===== src/bps_pkg.sv =====
// Shared constants, register codes and controller/datapath interface types.
`timescale 1ns / 1ps

package bps_pkg;

	localparam int BUCKET_DEPTH = 16;
	localparam int NUM_BUCKETS  = 4;
	localparam int BKT_W        = 2;
	localparam int FILL_W       = $clog2(BUCKET_DEPTH + 1);
	localparam int IDX_W        = (BUCKET_DEPTH > 1) ? $clog2(BUCKET_DEPTH) : 1;
	localparam int ADDR_W       = BKT_W + IDX_W;
	localparam int MEM_DEPTH    = 1 << ADDR_W;
	localparam int VAL_W        = 16;
	localparam int BOUND_W      = 15;
	localparam int DROP_W       = 8;
	localparam int CFG_IDX_W    = 2;

	localparam logic [CFG_IDX_W-1:0] REG_BOUND_ONE   = 2'd0;
	localparam logic [CFG_IDX_W-1:0] REG_BOUND_TWO   = 2'd1;
	localparam logic [CFG_IDX_W-1:0] REG_BOUND_THREE = 2'd2;

	localparam logic [BOUND_W-1:0] BOUND_ONE_RST   = 15'd10;
	localparam logic [BOUND_W-1:0] BOUND_TWO_RST   = 15'd20;
	localparam logic [BOUND_W-1:0] BOUND_THREE_RST = 15'd30;

	localparam logic [BKT_W-1:0] LAST_BUCKET = BKT_W'(NUM_BUCKETS - 1);

	typedef struct packed {
		logic load;        // capture an incoming item
		logic file;        // classify, check fill, start the insert
		logic shift;       // move one larger entry up a place
		logic place;       // write the new value and bump the fill
		logic emit_start;  // rewind to bucket 0, entry 0
		logic next_bucket; // step to the next bucket
		logic emit_rd;     // read the current entry for output
		logic emit_ld;     // load the output register
		logic clear;       // empty all buckets and the drop count
	} cmd_t;

	typedef struct packed {
		logic full;        // classified bucket is full
		logic shift_go;    // entry below the hole is larger than the value
		logic final_item;  // held item is the last of the set
		logic have_entry;  // emit position lies below the bucket fill
		logic last_bucket; // emitting from the last bucket
		logic out_free;    // output register is empty or being taken
	} sts_t;

endpackage


===== src/bps_ctrl.sv =====
// Sequencer for filing, insertion shifting and emission of the buckets.
`timescale 1ns / 1ps

module bps_ctrl (
	input  logic          clk,
	input  logic          arst_n,
	input  logic          sample_valid,
	output logic          sample_stall,
	input  bps_pkg::sts_t sts,
	output bps_pkg::cmd_t cmd
);

	localparam logic [2:0] S_IDLE  = 3'd0;
	localparam logic [2:0] S_FILE  = 3'd1;
	localparam logic [2:0] S_SHIFT = 3'd2;
	localparam logic [2:0] S_E_RD  = 3'd3;
	localparam logic [2:0] S_E_LD  = 3'd4;

	logic [2:0] state_q;
	logic [2:0] state_d;

	assign sample_stall = (state_q != S_IDLE);

	always_comb begin
		cmd     = '0;
		state_d = state_q;
		unique case (state_q)
			S_IDLE: begin
				if (sample_valid) begin
					cmd.load = 1'b1;
					state_d  = S_FILE;
				end
			end
			S_FILE: begin
				cmd.file = 1'b1;
				if (sts.full) begin
					if (sts.final_item) begin
						cmd.emit_start = 1'b1;
						state_d        = S_E_RD;
					end else begin
						state_d = S_IDLE;
					end
				end else begin
					state_d = S_SHIFT;
				end
			end
			S_SHIFT: begin
				if (sts.shift_go) begin
					cmd.shift = 1'b1;
				end else begin
					cmd.place = 1'b1;
					if (sts.final_item) begin
						cmd.emit_start = 1'b1;
						state_d        = S_E_RD;
					end else begin
						state_d = S_IDLE;
					end
				end
			end
			S_E_RD: begin
				if (!sts.have_entry) begin
					if (sts.last_bucket) begin
						cmd.clear = 1'b1;
						state_d   = S_IDLE;
					end else begin
						cmd.next_bucket = 1'b1;
					end
				end else if (sts.out_free) begin
					cmd.emit_rd = 1'b1;
					state_d     = S_E_LD;
				end
			end
			S_E_LD: begin
				cmd.emit_ld = 1'b1;
				state_d     = S_E_RD;
			end
			default: begin
				state_d = S_IDLE;
			end
		endcase
	end

	always_ff @(posedge clk or negedge arst_n) begin
		if (!arst_n) begin
			state_q <= S_IDLE;
		end else begin
			state_q <= state_d;
		end
	end

endmodule


===== src/bps_datapath.sv =====
// Bucket memory, fill and drop counters, bound registers and result register.
`timescale 1ns / 1ps

module bps_datapath (
	input  logic                              clk,
	input  logic                              arst_n,
	input  bps_pkg::cmd_t                     cmd,
	output bps_pkg::sts_t                     sts,
	input  logic signed [bps_pkg::VAL_W-1:0]  sample_value,
	input  logic                              final_sample,
	input  logic                              cfg_valid,
	input  logic [bps_pkg::CFG_IDX_W-1:0]     cfg_index,
	input  logic [bps_pkg::BOUND_W-1:0]       cfg_data,
	output logic                              result_valid,
	input  logic                              result_stall,
	output logic signed [bps_pkg::VAL_W-1:0]  sorted_value,
	output logic [bps_pkg::BKT_W-1:0]         bucket_index,
	output logic                              bucket_end,
	output logic                              run_end,
	output logic [bps_pkg::DROP_W-1:0]        dropped_total
);

	logic [bps_pkg::BOUND_W-1:0] bound_one_q;
	logic [bps_pkg::BOUND_W-1:0] bound_two_q;
	logic [bps_pkg::BOUND_W-1:0] bound_three_q;

	logic [bps_pkg::VAL_W-1:0]   mem_q [bps_pkg::MEM_DEPTH];
	logic [bps_pkg::VAL_W-1:0]   rd_q;

	logic [bps_pkg::FILL_W-1:0]  fill_q [bps_pkg::NUM_BUCKETS];
	logic [bps_pkg::DROP_W-1:0]  drop_q;

	logic signed [bps_pkg::VAL_W-1:0] v_q;
	logic                         final_q;
	logic [bps_pkg::BKT_W-1:0]    bkt_q;
	logic [bps_pkg::FILL_W-1:0]   pos_q;

	logic [bps_pkg::BKT_W-1:0]    bkt_s1;
	logic                         bend_s1;
	logic                         rend_s1;

	logic                         res_valid_q;
	logic [bps_pkg::VAL_W-1:0]    res_value_q;
	logic [bps_pkg::BKT_W-1:0]    res_bkt_q;
	logic                         res_bend_q;
	logic                         res_rend_q;
	logic [bps_pkg::DROP_W-1:0]   res_drop_q;

	logic signed [bps_pkg::VAL_W:0] v_ext;
	logic signed [bps_pkg::VAL_W:0] b1_ext;
	logic signed [bps_pkg::VAL_W:0] b2_ext;
	logic signed [bps_pkg::VAL_W:0] b3_ext;
	logic [bps_pkg::BKT_W-1:0]      cls;
	logic [bps_pkg::FILL_W-1:0]     cls_fill;
	logic [bps_pkg::FILL_W-1:0]     cur_fill;
	logic [bps_pkg::FILL_W-1:0]     pos_dec;
	logic [bps_pkg::FILL_W-1:0]     pos_dec2;
	logic [bps_pkg::FILL_W-1:0]     pos_inc;
	logic [bps_pkg::FILL_W-1:0]     cls_dec;
	logic                           later_empty;

	logic                         rd_en;
	logic [bps_pkg::ADDR_W-1:0]   rd_addr;
	logic                         wr_en;
	logic [bps_pkg::ADDR_W-1:0]   wr_addr;
	logic [bps_pkg::VAL_W-1:0]    wr_data;

	// Bounds are unsigned, so they widen with zeros; the sample widens by sign.
	assign v_ext  = {v_q[bps_pkg::VAL_W-1], v_q};
	assign b1_ext = $signed({2'b00, bound_one_q});
	assign b2_ext = $signed({2'b00, bound_two_q});
	assign b3_ext = $signed({2'b00, bound_three_q});

	always_comb begin
		if (v_ext >= 0 && v_ext < b1_ext) begin
			cls = 2'd0;
		end else if (v_ext >= b1_ext && v_ext < b2_ext) begin
			cls = 2'd1;
		end else if (v_ext >= b2_ext && v_ext < b3_ext) begin
			cls = 2'd2;
		end else begin
			cls = bps_pkg::LAST_BUCKET;
		end
	end

	assign cls_fill = fill_q[cls];
	assign cur_fill = fill_q[bkt_q];
	assign cls_dec  = cls_fill - bps_pkg::FILL_W'(1);
	assign pos_dec  = pos_q - bps_pkg::FILL_W'(1);
	assign pos_dec2 = pos_q - bps_pkg::FILL_W'(2);
	assign pos_inc  = pos_q + bps_pkg::FILL_W'(1);

	// The run ends on the last entry of the last bucket that holds anything.
	always_comb begin
		later_empty = 1'b1;
		for (int b = 0; b < bps_pkg::NUM_BUCKETS; b++) begin
			if (bps_pkg::BKT_W'(b) > bkt_q && fill_q[b] != '0) begin
				later_empty = 1'b0;
			end
		end
	end

	always_comb begin
		sts.full        = (cls_fill == bps_pkg::FILL_W'(bps_pkg::BUCKET_DEPTH));
		sts.shift_go    = (pos_q != '0) && ($signed(rd_q) > v_q);
		sts.final_item  = final_q;
		sts.have_entry  = (pos_q < cur_fill);
		sts.last_bucket = (bkt_q == bps_pkg::LAST_BUCKET);
		sts.out_free    = !res_valid_q || !result_stall;
	end

	// While shifting, the read one place below the next hole is already in flight.
	always_comb begin
		rd_en   = 1'b0;
		rd_addr = {cls, cls_dec[bps_pkg::IDX_W-1:0]};
		if (cmd.file) begin
			rd_en   = 1'b1;
			rd_addr = {cls, cls_dec[bps_pkg::IDX_W-1:0]};
		end else if (cmd.shift) begin
			rd_en   = 1'b1;
			rd_addr = {bkt_q, pos_dec2[bps_pkg::IDX_W-1:0]};
		end else if (cmd.emit_rd) begin
			rd_en   = 1'b1;
			rd_addr = {bkt_q, pos_q[bps_pkg::IDX_W-1:0]};
		end
	end

	assign wr_en   = cmd.shift || cmd.place;
	assign wr_addr = {bkt_q, pos_q[bps_pkg::IDX_W-1:0]};
	assign wr_data = cmd.shift ? rd_q : v_q;

	always_ff @(posedge clk) begin
		if (wr_en) begin
			mem_q[wr_addr] <= wr_data;
		end
	end

	always_ff @(posedge clk) begin
		if (rd_en) begin
			rd_q <= mem_q[rd_addr];
		end
	end

	always_ff @(posedge clk or negedge arst_n) begin
		if (!arst_n) begin
			bound_one_q   <= bps_pkg::BOUND_ONE_RST;
			bound_two_q   <= bps_pkg::BOUND_TWO_RST;
			bound_three_q <= bps_pkg::BOUND_THREE_RST;
		end else if (cfg_valid) begin
			unique case (cfg_index)
				bps_pkg::REG_BOUND_ONE:   bound_one_q   <= cfg_data;
				bps_pkg::REG_BOUND_TWO:   bound_two_q   <= cfg_data;
				bps_pkg::REG_BOUND_THREE: bound_three_q <= cfg_data;
				default: begin
				end
			endcase
		end
	end

	always_ff @(posedge clk or negedge arst_n) begin
		if (!arst_n) begin
			for (int b = 0; b < bps_pkg::NUM_BUCKETS; b++) begin
				fill_q[b] <= '0;
			end
			drop_q <= '0;
		end else if (cmd.clear) begin
			for (int b = 0; b < bps_pkg::NUM_BUCKETS; b++) begin
				fill_q[b] <= '0;
			end
			drop_q <= '0;
		end else begin
			if (cmd.place) begin
				fill_q[bkt_q] <= cur_fill + bps_pkg::FILL_W'(1);
			end
			if (cmd.file && sts.full && drop_q != '1) begin
				drop_q <= drop_q + bps_pkg::DROP_W'(1);
			end
		end
	end

	always_ff @(posedge clk) begin
		if (cmd.load) begin
			v_q     <= sample_value;
			final_q <= final_sample;
		end
		if (cmd.emit_start) begin
			bkt_q <= '0;
			pos_q <= '0;
		end else if (cmd.file) begin
			bkt_q <= cls;
			pos_q <= cls_fill;
		end else if (cmd.shift) begin
			pos_q <= pos_dec;
		end else if (cmd.next_bucket) begin
			bkt_q <= bkt_q + bps_pkg::BKT_W'(1);
			pos_q <= '0;
		end else if (cmd.emit_ld) begin
			pos_q <= pos_inc;
		end
		if (cmd.emit_rd) begin
			bkt_s1  <= bkt_q;
			bend_s1 <= (pos_inc == cur_fill);
			rend_s1 <= (pos_inc == cur_fill) && later_empty;
		end
		if (cmd.emit_ld) begin
			res_value_q <= rd_q;
			res_bkt_q   <= bkt_s1;
			res_bend_q  <= bend_s1;
			res_rend_q  <= rend_s1;
			res_drop_q  <= drop_q;
		end
	end

	always_ff @(posedge clk or negedge arst_n) begin
		if (!arst_n) begin
			res_valid_q <= 1'b0;
		end else if (cmd.emit_ld) begin
			res_valid_q <= 1'b1;
		end else if (!result_stall) begin
			res_valid_q <= 1'b0;
		end
	end

	assign result_valid  = res_valid_q;
	assign sorted_value  = $signed(res_value_q);
	assign bucket_index  = res_bkt_q;
	assign bucket_end    = res_bend_q;
	assign run_end       = res_rend_q;
	assign dropped_total = res_drop_q;

endmodule


===== src/bucket_partition_sorter_core.sv =====
// Top level of the bucket partition sorter: controller plus datapath.
`timescale 1ns / 1ps

// Samples arrive one item at a time and are filed into four buckets split by the
// three bound registers; each bucket is kept ascending by insertion in a single
// memory with one write and one registered read port. A sample is loaded, filed
// and placed after k (0 to 15) larger entries have been shifted up one place,
// one per cycle through the memory's read and write ports; a sample that
// meets a full bucket is counted as dropped. The item
// marked final_sample then starts the emission run: every stored value comes
// out by a memory read and then the output register while the output is
// free, each bucket takes one more step past its end, and the input stays
// stalled until the run has been queued, after which all buckets and the drop
// count are cleared. The last result may still wait in the output register
// while the next sample is accepted. Bounds are to be written by the user
// through the cfg port only while the block is idle, which is not enforced.
module bucket_partition_sorter_core (
	input  logic                              clk,
	input  logic                              arst_n,
	input  logic                              sample_valid,
	output logic                              sample_stall,
	input  logic signed [bps_pkg::VAL_W-1:0]  sample_value,
	input  logic                              final_sample,
	input  logic                              cfg_valid,
	output logic                              cfg_ready,
	input  logic [bps_pkg::CFG_IDX_W-1:0]     cfg_index,
	input  logic [bps_pkg::BOUND_W-1:0]       cfg_data,
	output logic                              result_valid,
	input  logic                              result_stall,
	output logic signed [bps_pkg::VAL_W-1:0]  sorted_value,
	output logic [bps_pkg::BKT_W-1:0]         bucket_index,
	output logic                              bucket_end,
	output logic                              run_end,
	output logic [bps_pkg::DROP_W-1:0]        dropped_total
);

	bps_pkg::cmd_t cmd;
	bps_pkg::sts_t sts;

	assign cfg_ready = 1'b1;

	bps_ctrl u_ctrl (
		.clk          (clk),
		.arst_n       (arst_n),
		.sample_valid (sample_valid),
		.sample_stall (sample_stall),
		.sts          (sts),
		.cmd          (cmd)
	);

	bps_datapath u_datapath (
		.clk           (clk),
		.arst_n        (arst_n),
		.cmd           (cmd),
		.sts           (sts),
		.sample_value  (sample_value),
		.final_sample  (final_sample),
		.cfg_valid     (cfg_valid),
		.cfg_index     (cfg_index),
		.cfg_data      (cfg_data),
		.result_valid  (result_valid),
		.result_stall  (result_stall),
		.sorted_value  (sorted_value),
		.bucket_index  (bucket_index),
		.bucket_end    (bucket_end),
		.run_end       (run_end),
		.dropped_total (dropped_total)
	);

endmodule


===== config.mk =====
export PLATFORM = sky130hd
export DESIGN_NAME = bucket_partition_sorter_core
export DESIGN_NICKNAME = d
export VERILOG_FILES = /design/src/bps_pkg.sv /design/src/bps_ctrl.sv /design/src/bps_datapath.sv /design/src/bucket_partition_sorter_core.sv
export SDC_FILE = /design/constraint.sdc
export NUM_CORES = 1
export LEC_CHECK = 0
export BUFFER_PORTS_ARGS = -buffer_cell sky130_fd_sc_hd__buf_4
export CAP_MARGIN = 20
export CORE_UTILIZATION = 45
export CTS_CLUSTER_DIAMETER = 200
export DETAILED_ROUTE_END_ITERATION = 10
export HOLD_SLACK_MARGIN = 0.05
export SYNTH_ARGS = -nofsm -noshare
export SYNTH_HDL_FRONTEND = slang
export SYNTH_SLANG_ARGS = --single-unit

===== constraint.sdc =====
create_clock -name clk -period 8.8 [get_ports clk]
set_input_delay 0.88 -clock clk [delete_from_list [all_inputs] [get_ports clk]]
set_output_delay 0.88 -clock clk [all_outputs]
set_load 0.005 [all_outputs]

# Word-level counts from Yosys, hierarchy flattened
# Memory sizes are Yosys's and may differ from the RTL's. A register that Yosys moved wholly into a read port is not among the register bits.
# Index checks and enable logic that the tools add are counted.
# totals
mem_bits_rw	1024
in_bits	39
elab_cells	160
memories	1
regBits	133
out_inout_bits	31
# mem_list
name	words	width	rd	rd_ports_with_merged_regs	wr	line_no	source
u_datapath.mem_q	64	16	1	1	1	bps_datapath.sv:27	logic [bps_pkg::VAL_W-1:0] mem_q [bps_pkg::MEM_DEPTH];
# op_classes
eq_ne	16
n_reduce_logical	33
n_bitwise	2
addsub	7
n_lt_le_gt_ge	15
n_mux	64
# op_table
cell	count
less-than comparator 16 bit	3
two-way mux 5 bit	9
two-way mux 20 bit	2
greater-or-equal comparator 16 bit	2
two-way mux 1 bit	26
nonzero test 5 bit	5
binary-select mux 5 bit (select 2 bit)	2
bitwise mux 20 bit	1
two-way mux 2 bit	9
two-way mux 3 bit	6
two-way mux 6 bit	3
greater-or-equal comparator 16 x 1 -> 1 bit (second input constant)	1
greater-than comparator 16 bit	1
two-way mux 16 bit	1
two-way mux 8 bit	2
one-hot mux 3 bit (5 select lines)	1
logical AND 1 bit	12
adder 5 x 1 -> 5 bit (second input constant)	2
demux 5 bit (select 2 bit)	1
adder 8 x 1 -> 8 bit (second input constant)	1
inequality test 8 bit (second input constant)	1
AND reduction 2 bit	4
== test 3 x 2 -> 1 bit (second input constant)	2
greater-or-equal comparator 3 bit (second input constant)	2
other kinds (28)	38

# Longest topological paths before layout
# depth
word_depth	14
mapped_depth	24
mapped_depth_nobuf	20

# Hierarchy
# A second synthesis with hierarchy kept.
# unflattened
cells_unflattened	3866
area_unflattened_um2	49319.8
# by_module_without_submodules
module	instances	seq_area_each_um2	area_each_um2	cells_per_inst
bps_datapath	1	34703.3	49007.0	3821
bps_ctrl	1	75.1	301.5	43
bucket_partition_sorter_core	1	0.0	11.3	2

# Worst setup path after synthesis
# Ideal clock, no wire load.
# synth_timing
path_kind	reg-to-reg
from	register u_datapath.v_q[15] in the netlist's numbering
to	memory u_datapath.mem_q[0][0] in the netlist's numbering (data pin)
setup_slack_ns	3.323
path_stages_with_launch	10
required_time_ns	8.098
setup_ns	0.702
arrival_ns	4.775
synth_period_minus_slack_ns	5.477
path_buffers	2
path_cell_list	edfxtp_1 > inv_1 > ha_1 > nand4_1 > nor4_1 > a2111o_1 > clkbuf_1 > nand2_1 > clkbuf_1 > o21ai_0
# synth_between
elab_chain_cells	5
# synth_lines
item	line_no	source
from (decl)	bps_datapath.sv:33	logic signed [bps_pkg::VAL_W-1:0] v_q;
from (signal assigned)	bps_datapath.sv:183	v_q <= sample_value;
greater-than comparator 16 bit	bps_datapath.sv:105	sts.shift_go = (pos_q != '0) && ($signed(rd_q) > v_q);
logical AND 1 bit	bps_datapath.sv:105	
two-way mux 1 bit	bps_ctrl.sv:48	if (sts.shift_go) begin
two-way mux 2 bit	bps_ctrl.sv:27	unique case (state_q)
two-way mux 16 bit	bps_datapath.sv:130	assign wr_data = cmd.shift ? rd_q : v_q;
named net u_datapath.wr_data, one bit	bps_datapath.sv:66	logic [bps_pkg::VAL_W-1:0] wr_data;
to (decl)	bps_datapath.sv:27	
# The timed path passes the listed nets, and every way through them passes these cells.

# Worst setup path after layout
# layout_timing
from	register u_datapath.v_q[11] in the netlist's numbering
to	register u_datapath.rd_q[1] in the netlist's numbering (read register of u_datapath.mem_q) (data pin)
# layout_between
elab_chain_cells	13
word_cells_on_any_way	26
classes_between	add/sub: 1; order compare: 7; mux: 13; bitwise: 1; reduce/logical: 4
# layout_lines
item	line_no	source
greater-or-equal comparator 16 bit / less-than comparator 16 bit (equally long branches)	bps_datapath.sv:79	end else if (v_ext >= b2_ext && v_ext < b3_ext) begin
logical AND 1 bit	bps_datapath.sv:79	
two-way mux 1 bit	bps_datapath.sv:79	
two-way mux 2 bit	bps_datapath.sv:77	end else if (v_ext >= b1_ext && v_ext < b2_ext) begin
two-way mux 2 bit	bps_datapath.sv:75	if (v_ext >= 0 && v_ext < b1_ext) begin
NOT 2 -> 3 bit (implied by the code)	bps_datapath.sv:86	assign cls_fill = fill_q[cls];
binary-select mux 5 bit (select 2 bit)	bps_datapath.sv:86	
two-way mux 5 bit (implied by the code) (2 in series)	bps_datapath.sv:86	
subtractor 4 x 1 -> 4 bit	bps_datapath.sv:88	assign cls_dec = cls_fill - bps_pkg::FILL_W'(1);
two-way mux 6 bit	bps_datapath.sv:122	end else if (cmd.emit_rd) begin
two-way mux 6 bit	bps_datapath.sv:119	end else if (cmd.shift) begin
two-way mux 6 bit	bps_datapath.sv:116	if (cmd.file) begin
to (decl)	bps_datapath.sv:28	logic [bps_pkg::VAL_W-1:0] rd_q;
# Several ways; a longest one is shown, not always the timed one. The select of a mux whose other input is x is not followed.
# A chain may end at the register's enable or synchronous reset.

==> results.tsv <==
metric	value	unit
ys_ff_latch	1173	
async_flop_share	6.564	%
clkTransAtPathRegs	0.06	ns
rrSetupSlack	2.20	ns
path_class	register to register	
row_count	120	
routabilityCongestion	0.8654	
cts.sink_count	1173	
fin_cells	5030	
dr.pass1.iters	6	
tightest_slew	1.161	ns
cp-start-kind	register	
period_share	74.94	%
wl_per_cell	26.29	um
io_buffers	68	
synth.net_count	3522	
yosysSeqAreaShare	71.31	%
yosysUniqueCellTypes	79	
synth.cell_area	48770	um^2
track_usage	23.88	%
clock_latency	0.72	ns
yosys_most_used_dff	edfxtp_1	
final_nets	3643	
antenna_found_initial	7	
overflow	0	
route.detailed.drc	0	
vias	29571	
drt_iter0_markers	3176	
syn-instance-count	3402	
r2r-start	u_datapath.v_q[11]$_DFFE_PP_	
cts-root-buf	clkbuf_16	
synth_top_cells_by_area	edfxtp_1 67%, nand2_1 5.1%, dfrtp_1 3.5%, mux2i_1 3.0%, nand3_1 2.1%	
initial_core_util	45.49	%
hold_buffers	1	
hold_viol_final	0	
finalClockSkew	0.03107	ns
ctsResizeCount	0	
hp-class	input port to register	
area_growth	12.87	%
vias_per_cell	5.879	
grt_max_degree	141	
synth_edf_count	1089	
setup.worst_path.end	u_datapath.rd_q[1]$_DFFE_PP_	
drive_gt1_share	13.57	%
crit_start	u_datapath.v_q[11]$_DFFE_PP_	
fin_crit	6.595	ns
cts_tree	built	
synth_top_area_share	67.05	%
grt_pass1_wl	192.9	mm
synth_warnings	0	
cp-end-kind	register	
cts_buffers	118	
fin_area	55050	um^2
grt_setup_unrepaired	false	
yosysTopAreaCell	edfxtp_1	
slew_headroom	22.61	%
cp_max_fo	67	
fp.dieW	331.2	um
die_y	331.2	um
drtAntennaViolNets	0	
dieArea	109700	um^2
arrival	7.05	ns
placed_cells	4804	
drv_cap	0	
wl	132.3	mm
reg2reg_depth	19	
hpwl	78.26	mm
cts_max_level	3	
clockBufferDepth	3	
slew_viol_final	0	
grt_pass1_vias	28156	
placed_area	51280	um^2
ios	70	
r2r_end	u_datapath.rd_q[1]$_DFFE_PP_	
status	completed	
cp_data_required_time	9.26	ns
avgSynthCellArea	14.34	um^2
setup_viol_count_final	0	
post_cts_buffers	0	
tns	0	ns
core	107200	um^2
max_freq	151.6	MHz
[cell usage after synthesis, types with 17 or more instances]
master	number
mux4_1	26
o2111ai_1	17
nor2_1	166
inv_1	83
dfrtp_1	69
a21oi_1	94
or4_1	18
mux2i_1	148
mux2_2	65
a311oi_1	32
a32oi_1	50
ha_1	81
a31oi_1	34
mux4_2	33
nand4_1	43
nand3_1	205
edfxtp_1	1089
nor3_1	27
buf_2	60
o221ai_1	30
o21ai_0	42
clkbuf_1	98
nand2_1	661
and3_1	31
[layout make-up]
| cell class | instances | area, um^2 |
|---|---|---|
| diodes | 2 | 5.005 |
| clock buffers | 146 | 3078 |
| clock inverters | 76 | 640.6 |
| fillers | 8968 | 52160 |
| inverters | 85 | 319.1 |
| multi-input cells | 1960 | 12930 |
| flip-flops and latches | 1173 | 34780 |
| well taps | 1403 | 1755 |
| repair buffers | 185 | 1539 |
[state kept, by name, indices dropped and copies added (netlist names), 3 cells and up]
register and flops:
u_datapath.bound_three_q 15, u_datapath.dropped_total 8, u_datapath.rd_q 16, u_datapath.pos_q 5, u_datapath.bound_one_q 15, u_datapath.v_q 16
u_datapath.mem_q 1024, u_datapath.bound_two_q 15, u_datapath.sorted_value 16, u_datapath.fill_q 20, u_datapath.drop_q 8, u_ctrl.state_q 3
[metrics by stage]
stage                     hold slack, ns  util [%]  setup WS (ns)
after floorplan                   0.4003         -          3.323
after global placement            0.4231     47.80          2.268
after detailed placement          0.4253     47.84          2.231
after CTS                         0.3080     51.32          2.199
after global routing              0.3255     51.34          1.843
final                             0.3492     51.35          2.205
[cells in the final DEF (no fill, tap or decap), types with 31 or more instances in the layout]
cell,instances
ha_1,81
o21ai_0,40
a31oi_1,34
and3_1,31
mux2_2,65
mux2i_1,147
nand4_1,43
a311oi_1,32
nand3_1,205
a32oi_1,50
inv_1,83
edfxtp_1,1089
a21oi_1,92
nand2_1,661
clkbuf_16,118
dfrtp_1,69
buf_4,173
mux4_2,33
clkinv_1,35
nor2_1,154
[routing by layer]
layer	global-route usage, %	vias to the layer above	share of wire, %
met3	5.636	220	9.1
met1	33.58	14911	42
met4	8.966	6	3.4
li1	-	13139	-
met2	36.15	1295	45
met5	0	-	0.033
[worst min-delay path by stage]
stage / slack, ns / to / start / depth (start not counted)
finish: 0.35 / u_datapath.v_q[0]$_DFFE_PP_ / sample_value[0] / 1
CTS: 0.31 / u_datapath.v_q[0]$_DFFE_PP_ / sample_value[0] / 1
floorplan: 0.40 / u_datapath.bucket_end$_DFFE_PP_ / u_datapath.bend_s1$_DFFE_PP_ / 0
global route: 0.33 / u_datapath.v_q[0]$_DFFE_PP_ / sample_value[0] / 1
global placement: 0.42 / u_datapath.bucket_end$_DFFE_PP_ / u_datapath.bend_s1$_DFFE_PP_ / 0
detailed placement: 0.43 / u_datapath.bucket_index[0]$_DFFE_PP_ / u_datapath.bkt_s1[0]$_DFFE_PP_ / 0
[critical path, stage by stage (launching register included)]
cell      delay (ns)
edfxtp_1        0.50
ha_1            0.37
a21oi_1         0.22
o211ai_1        0.13
o21ai_0         0.20
nor3b_1         0.53
nand2b_1        0.27
o211a_1         0.34
inv_2           0.09
ha_1            0.30
inv_1           0.06
o21ai_0         0.08
a21oi_1         0.32
a21o_4          0.66
buf_12          0.41
mux4_1          0.61
mux2_2          0.29
a32oi_1         0.17
nor2_1          0.16
or4_1           0.56
[cells by family after synthesis]
kind of cell	synth area share (%)
AOI/OAI and AO/OA	5.542
xor gates and xnor gates	0.2694
adders and majority gates	2.078
buffers and inverters	2.399
DFF	71.31
muxes	7.463
other	0.007689
and+or+nand+nor	10.93
Power is left out: the tool's default activity adds up to more than one toggle a clock period on the data nets, which glitch-free logic cannot reach.
